File: src/rtl/sbdp_pkg.sv
// shared types and constants for the single-bin dtft power unit
package sbdp_pkg;

    // configuration port
    localparam int CFG_IDX_W  = 2;
    localparam int CFG_DATA_W = 32;

    // register indexes
    localparam logic [CFG_IDX_W-1:0] REG_ROT_COS = 2'd0;
    localparam logic [CFG_IDX_W-1:0] REG_ROT_SIN = 2'd1;

    // result widths
    localparam int BIN_W = 32;
    localparam int PWR_W = 64;

    // controller states
    typedef enum logic [3:0] {
        ST_IDLE,
        ST_MUL,
        ST_DRAIN,
        ST_UPDATE,
        ST_ROUND,
        ST_SQ_RE,
        ST_SQ_IM,
        ST_PWR,
        ST_PUSH
    } t_state;

    // product selection for the two shared multipliers
    typedef enum logic [2:0] {
        MUL_P0,
        MUL_P1,
        MUL_P2,
        MUL_P3,
        MUL_SQ_RE,
        MUL_SQ_IM
    } t_mul_op;

    // controller to datapath
    typedef struct packed {
        logic    load;
        logic    mul_en;
        t_mul_op mul_op;
        logic    acc_en;
        t_mul_op acc_op;
        logic    upd_en;
        logic    round_en;
        logic    push;
    } t_cmd;

    // datapath to controller
    typedef struct packed {
        logic last;
        logic out_free;
    } t_sts;

endpackage

File: src/rtl/sbdp_ctrl.sv
// sequencer for the shared multipliers, accumulate, update and result steps
module sbdp_ctrl (
    input  logic            i_clk,
    input  logic            i_rst_n,
    input  logic            i_in_fire,
    input  sbdp_pkg::t_sts  i_sts,
    output logic            o_in_ready,
    output sbdp_pkg::t_cmd  o_cmd
);
    import sbdp_pkg::*;

    t_state     r_state, n_state;
    logic [1:0] r_step,  n_step;

    // map a product step to its operand selection
    function automatic t_mul_op step_op(input logic [1:0] k);
        t_mul_op op;
        unique case (k)
            2'd0: op = MUL_P0;
            2'd1: op = MUL_P1;
            2'd2: op = MUL_P2;
            2'd3: op = MUL_P3;
        endcase
        return op;
    endfunction

    // state and step registers
    always_ff @(posedge i_clk) begin
        if (!i_rst_n) begin
            r_state <= ST_IDLE;
            r_step  <= '0;
        end else begin
            r_state <= n_state;
            r_step  <= n_step;
        end
    end

    // next state
    always_comb begin
        n_state = r_state;
        n_step  = r_step;
        unique case (r_state)
            ST_IDLE: begin
                n_step = '0;
                if (i_in_fire) begin
                    n_state = ST_MUL;
                end
            end
            ST_MUL: begin
                n_step = r_step + 2'd1;
                if (r_step == 2'd3) begin
                    n_state = ST_DRAIN;
                end
            end
            ST_DRAIN:  n_state = ST_UPDATE;
            ST_UPDATE: n_state = i_sts.last ? ST_ROUND : ST_IDLE;
            ST_ROUND:  n_state = ST_SQ_RE;
            ST_SQ_RE:  n_state = ST_SQ_IM;
            ST_SQ_IM:  n_state = ST_PWR;
            ST_PWR:    n_state = ST_PUSH;
            ST_PUSH: begin
                if (i_sts.out_free) begin
                    n_state = ST_IDLE;
                end
            end
            default:   n_state = ST_IDLE;
        endcase
    end

    // command outputs
    always_comb begin
        o_in_ready      = 1'b0;
        o_cmd.load      = 1'b0;
        o_cmd.mul_en    = 1'b0;
        o_cmd.mul_op    = MUL_P0;
        o_cmd.acc_en    = 1'b0;
        o_cmd.acc_op    = MUL_P0;
        o_cmd.upd_en    = 1'b0;
        o_cmd.round_en  = 1'b0;
        o_cmd.push      = 1'b0;
        unique case (r_state)
            ST_IDLE: begin
                o_in_ready = 1'b1;
                o_cmd.load = i_in_fire;
            end
            ST_MUL: begin
                o_cmd.mul_en = 1'b1;
                o_cmd.mul_op = step_op(r_step);
                // products registered in the previous step are summed in this step
                o_cmd.acc_en = (r_step != 2'd0);
                o_cmd.acc_op = step_op(r_step - 2'd1);
            end
            ST_DRAIN: begin
                o_cmd.acc_en = 1'b1;
                o_cmd.acc_op = MUL_P3;
            end
            ST_UPDATE: o_cmd.upd_en   = 1'b1;
            ST_ROUND:  o_cmd.round_en = 1'b1;
            ST_SQ_RE: begin
                o_cmd.mul_en = 1'b1;
                o_cmd.mul_op = MUL_SQ_RE;
            end
            ST_SQ_IM: begin
                o_cmd.mul_en = 1'b1;
                o_cmd.mul_op = MUL_SQ_IM;
                o_cmd.acc_en = 1'b1;
                o_cmd.acc_op = MUL_SQ_RE;
            end
            ST_PWR: begin
                o_cmd.acc_en = 1'b1;
                o_cmd.acc_op = MUL_SQ_IM;
            end
            ST_PUSH:   o_cmd.push = i_sts.out_free;
            default: begin
                o_in_ready = 1'b0;
            end
        endcase
    end

`ifndef NO_ASSERTIONS
    // an accepted sample always starts the product sequence at step zero
    a_fire_starts_mul: assert property (@(posedge i_clk) disable iff (!i_rst_n)
        i_in_fire |=> (r_state == ST_MUL) && (r_step == 2'd0))
        else $error("accepted sample did not start the multiply sequence");

    // four product steps, then the drain
    a_mul_len: assert property (@(posedge i_clk) disable iff (!i_rst_n)
        (r_state == ST_MUL) && (r_step == 2'd3) |=> (r_state == ST_DRAIN))
        else $error("multiply sequence length wrong");

    // a sample that does not end the block returns straight to idle
    a_no_result_mid_block: assert property (@(posedge i_clk) disable iff (!i_rst_n)
        (r_state == ST_UPDATE) && !i_sts.last |=> (r_state == ST_IDLE))
        else $error("result path entered for a sample that is not last");
`endif

endmodule

File: config.mk
export PLATFORM = sky130hd
export DESIGN_NAME = sbdp_ctrl
export DESIGN_NICKNAME = d
export VERILOG_FILES = /design/src/rtl/sbdp_pkg.sv /design/src/rtl/sbdp_ctrl.sv
export SDC_FILE = /design/constraint.sdc
export NUM_CORES = 1
export LEC_CHECK = 0
export BUFFER_PORTS_ARGS = -buffer_cell sky130_fd_sc_hd__buf_2
export CAP_MARGIN = 20
export CORE_AREA = 10 10 47 49
export CTS_BUF_LIST = sky130_fd_sc_hd__clkbuf_8
export CTS_CLUSTER_DIAMETER = 150
export CTS_CLUSTER_SIZE = 14
export DETAILED_ROUTE_END_ITERATION = 12
export DIE_AREA = 0 0 57 59
export PLACE_DENSITY_LB_ADDON = 0.25
export SLEW_MARGIN = 20
export SYNTH_ARGS = -nofsm -noshare
export SYNTH_HDL_FRONTEND = slang
export SYNTH_SLANG_ARGS = --single-unit
File: constraint.sdc
create_clock -name i_clk -period 1.62 [get_ports i_clk]
set_input_delay 0.162 -clock i_clk [delete_from_list [all_inputs] [get_ports i_clk]]
set_output_delay 0.162 -clock i_clk [all_outputs]
set_load 0.02 [all_outputs]
# == Word-level counts from Yosys, hierarchy flattened ==
# Index checks and enable logic that the tools add are counted.
# word_totals
regBits,6
in_bits,5
wordCells,42
# classes
n_eq_ne,17
n_reduce_logical,6
addsub,2
muxes,15
# op_table
op,n
$pmux 4 s9,1
$pmux 3 s4,2
$eq 4x3->1 const B,4
$pmux 4 s4,1
$mux 4,3
$pmux 4 s3,1
$eq 2x2->1 const B,4
$eq 4x2->1 const B,2
$ne 2x2->1 const B,3
$mux 1,5
$eq 2x1->1 const B,2
$eq 4x1->1 const B,1
$eq 4x4->1 const B,1
$logic_not 2->1,2
$logic_not 4->1,1
$pmux 2 s2,1
$reduce_bool 2->1,2
$mux 3,1
$reduce_and 3->1,1
$add 2x1->2 const B,1
$sub 2x1->2 const B,1

# == Logic depth before layout (Yosys ltp) ==
# depth
depth_word,4
depth_mapped,5
depth_no_buf,5

# == Worst setup path before layout ==
# Ideal clock, no wire load.
# synth_timing
path_kind,reg-to-output
from,register r_state[2]
to,output o_cmd[11] (netlist bit)
required_ns,1.458
t_arrival_ns,1.626
path_buffers,1
setup_slack_ns,-0.168
path_stages_with_launch,4
path_cell_list,dfxtp_1 > clkbuf_1 > nor4_1 > and2_1
# synth_rtl
element,line,source
from (decl),sbdp_ctrl.sv:12,"t_state r_state, n_state;"
from (signal assigned),sbdp_ctrl.sv:33,r_state <= n_state;
to (decl),sbdp_ctrl.sv:8,output sbdp_pkg::t_cmd o_cmd

==> run_summary.xml <==
<?xml version="1.0" encoding="UTF-8"?>
<metrics>
  <group name="outcome">
    <metric name="run_status" unit="">finished, violations left</metric>
    <metric name="failed_checks" unit="">negative setup slack</metric>
  </group>
  <group name="synthesis">
    <metric name="synth_top_family_by_area" unit="">simple AND/OR/NAND/NOR gates</metric>
    <metric name="synth-simple-area-share" unit="%">34.87</metric>
    <metric name="yosys-mux-area-fraction" unit="%">2.308</metric>
    <metric name="yosysSeqAreaShare" unit="%">24.62</metric>
    <metric name="flip_flop_and_latch_count_after_synthesis" unit="">6</metric>
    <metric name="netlist_area_before_placement" unit="sq um">488.0</metric>
    <metric name="syn-mean-instance-area" unit="sq um">7.283</metric>
    <metric name="synth_xor_xnor_area_share" unit="%">0</metric>
    <metric name="synth.yosys.warnings" unit="">0</metric>
    <metric name="synthDistinctLibCells" unit="">27</metric>
    <metric name="syn-num-nets" unit="">76</metric>
    <metric name="synthesis.instances" unit="">67</metric>
    <metric name="yosys.area_share.adder" unit="%">10.26</metric>
    <metric name="compound_gate_fraction_of_synth_area" unit="%">20.51</metric>
  </group>
  <group name="detailed_routing">
    <metric name="post_drt_via_cell_ratio" unit="">5.162</metric>
    <metric name="drt_wl_total" unit="mm">1.441</metric>
    <metric name="routed_antenna_nets" unit="">0</metric>
    <metric name="drc_errors" unit="">0</metric>
    <metric name="drtPass1Iterations" unit="">4</metric>
    <metric name="wl_per_cell" unit="microns">12.98</metric>
    <metric name="initialDrtViolationCount" unit="">4</metric>
    <metric name="dr_total_vias" unit="">573</metric>
  </group>
  <group name="floorplan">
    <metric name="initial_core_util" unit="%">34.82</metric>
    <metric name="coreArea" unit="sq um">1401</metric>
    <metric name="die_area" unit="sq um">3363</metric>
    <metric name="ios" unit="">18</metric>
    <metric name="fp-row-count" unit="">14</metric>
    <metric name="floorplan.die.height" unit="microns">59</metric>
    <metric name="chipWidth" unit="microns">57</metric>
  </group>
  <group name="pwr">
    <metric name="power_density" unit="nW/um^2">654.9</metric>
    <metric name="leakage" unit="nW">0.3667</metric>
    <metric name="internal_power" unit="mW">0.3876</metric>
    <metric name="share_clk_of_total_power" unit="%">40.3</metric>
    <metric name="power_dissipated_by_switching_net_loads" unit="mW">0.1523</metric>
    <metric name="p_comb_share" unit="%">28.5</metric>
    <metric name="pwr-share-seq" unit="%">31.2</metric>
    <metric name="netSwitchingFraction" unit="%">28.21</metric>
    <metric name="vdd_drop_max" unit="uV">443.5</metric>
  </group>
  <group name="placed_design">
    <metric name="buffer_ports.inserted" unit="">17</metric>
    <metric name="detailedPlacementHpwl" unit="mm">1.106</metric>
    <metric name="gp_routability_congestion" unit="">0.7706</metric>
    <metric name="numPlacedInstances" unit="">106</metric>
  </group>
  <group name="global_route">
    <metric name="grt_antenna_before_repair" unit="">0</metric>
    <metric name="maximum_number_of_pins_on_one_net_before_global_route_repair" unit="">14</metric>
    <metric name="grt_usage" unit="%">8.894</metric>
    <metric name="globalRouteOverflowTotal" unit="">0</metric>
    <metric name="via_count_of_the_first_global_routing_pass" unit="">568</metric>
    <metric name="grt_pass1_wl" unit="mm">2.435</metric>
  </group>
  <group name="timing">
    <metric name="fin_crit_sh" unit="%">105.7</metric>
    <metric name="fin_skew" unit="ps">0.1850</metric>
    <metric name="rsz0062_at_grt" unit="">true</metric>
    <metric name="hold_slack" unit="ps">186.6</metric>
    <metric name="tightestPinTransition" unit="ps">266.6</metric>
    <metric name="final_max_slew_viols" unit="">0</metric>
    <metric name="worst_slew_margin_rel" unit="%">81.98</metric>
    <metric name="totalNegativeSetupSlack" unit="ps">-92.29</metric>
    <metric name="post-route-worst-setup-slack" unit="ps">-92.29</metric>
    <metric name="finalHoldViolations" unit="">0</metric>
    <metric name="fin_crit" unit="ps">1712</metric>
    <metric name="timing.fmax" unit="MHz">584.0</metric>
    <metric name="finalSetupViolations" unit="">1</metric>
  </group>
  <group name="cts">
    <metric name="clk_pin_slew" unit="ps">30</metric>
    <metric name="cts_tree" unit="">built</metric>
    <metric name="htree_num_levels" unit="">1</metric>
    <metric name="largest_buffer_count_on_any_clock_path" unit="">2</metric>
    <metric name="cts.root.buffer_cell" unit="">clkbuf_8</metric>
    <metric name="cts_hold_repair.buffers" unit="">0</metric>
    <metric name="worstSkewPairLatency" unit="ps">220</metric>
    <metric name="clkSinkCount" unit="">6</metric>
    <metric name="cts_bufs_inserted" unit="">3</metric>
  </group>
  <group name="setup_path">
    <metric name="worst_ep_required_time" unit="ps">1460</metric>
    <metric name="setup.worst_path.end_class" unit="">output port</metric>
    <metric name="timing.setup.critical_path_class" unit="">flip-flop to output port</metric>
    <metric name="startpoint_type" unit="">flip-flop</metric>
    <metric name="crit_arrival" unit="ps">1550</metric>
    <metric name="max_fanout_on_critical_path" unit="">3</metric>
  </group>
  <group name="finish">
    <metric name="nFillCells" unit="">125</metric>
    <metric name="antenna_cells" unit="">0</metric>
    <metric name="drive_above_1_share" unit="%">53.68</metric>
    <metric name="multiInputGateArea" unit="sq um">416.7</metric>
    <metric name="nets" unit="">106</metric>
    <metric name="layout.cells.non_filler" unit="">111</metric>
    <metric name="sequential_cell_area" unit="sq um">131.4</metric>
    <metric name="syn2layout_area_growth" unit="%">68.97</metric>
  </group>
  <group name="run">
    <metric name="max-cap-violations" unit="">0</metric>
  </group>
  <group name="min_path">
    <metric name="timing.hold.worst.class" unit="">input port to flip-flop</metric>
  </group>
</metrics>
## placed cells by master, fill, tap and decap left out, drive strengths merged, types with 2 or more instances in the layout
cell type  netlist  final
a21oi           10     10
buf              3     29
clkbuf           1      3
dfxtp            6      6
ha               4      4
inv              5      5
nand2            5      5
nand2b           4      4
nand3            2      2
nor2             4      4
nor3             3      3
nor4             2      2
o21a             2      2
o21ai            2      2
or3              3      3
## final cells by class
cell class / count / share of cell area [%]
multi-input cells: 52 / 50.53
repair buffers: 29 / 23.82
flip-flops and latches: 6 / 15.93
clock buffers: 3 / 5.008
well taps: 16 / 2.428
inverters: 5 / 2.276
## power by group through the flow
stage	logic [mW]	clock network (mW)	registers, mW
after floorplan	0.0830	0	0.163
after global routing	0.170	0.231	0.170
after CTS	0.137	0.227	0.166
after global placement	0.129	0	0.167
after detailed placement	0.130	0	0.167
final	0.154	0.218	0.168
## sequential cells by signal, summed over array words and instances (netlist names)
name / cells
r_state: 4
r_step: 2
## path summary, 6_finish.rpt
check / start / endpoint / slack, ps / depth (start not counted)
hold reg to reg: r_state[0] / r_state[2] / 570 / 2
setup reg to reg: r_step[0] / r_state[1] / 170 / 6
setup / recovery: r_step[0] / o_cmd[7] / -90 / 5
hold / removal: i_rst_n / r_state[3] / 190 / 2
## routing by layer
layer / part of all wire, % / global-route usage [%] / vias up
met4: 0.69 / 6.040 / 0
met3: 6.4 / 3.219 / 2
met2: 51 / 14.73 / 10
met1: 41 / 9.244 / 262
li1: - / - / 299
met5: 0 / 0 / -
## synthesized netlist by cell type, drive strengths merged
library cell	n	area [sq um]
a21oi	10	50.05
dfxtp	6	120.1
inv	5	18.77
nand2	5	18.77
ha	4	50.05
nand2b	4	25.02
nor2	4	15.01
buf	3	13.76
nor3	3	15.01
or3	3	18.77
nand3	2	10.01
nor4	2	12.51
o21a	2	15.01
o21ai	2	10.01
and2	1	6.260
clkbuf	1	3.750
mux2	1	11.26
nand3b	1	7.510
nand4b	1	8.760
nor2b	1	6.260
nor4b	1	8.760
o211a	1	10.01
o22ai	1	6.260
o41ai	1	8.760
or4	1	7.510
or4b	1	10.01
## stage by stage
step | setup WS [ps] | total power, mW | util [%] | instance area, sq um
2_1_floorplan | 40.49 | 0.2462 | - | 498.0
3_3_place_gp | 45.60 | 0.2958 | 47.14 | 660.6
3_5_place_dp | -1.073 | 0.2968 | 47.14 | 660.6
4_1_cts | -108.9 | 0.5298 | 53.13 | 744.5
5_1_grt | -154.1 | 0.5706 | 58.84 | 824.5
6_report | -92.29 | 0.5400 | 58.84 | 824.5
## repair_timing
action,CTS,global route
endpoints found under the setup margin,5,7
gates resized for setup,11,18
pin swaps,2,2
gates cloned,0,0
setup buffers,2,0
## cell families (layout without fill, tap and decap cells)
family          Yosys count  after routing
simple gates             30             30
mux                       1              1
flops                     6              6
buf+inv                   9             37
fa+ha+maj                 4              4
compound gates           17             17
## critical path, cell delays in order (launching register included)
cell and delay (ps):
dfxtp_2 340, inv_2 50, ha_4 150, or4_4 500, a21oi_2 160, buf_6 130
Note: power is estimated with default switching activity, not from simulation.
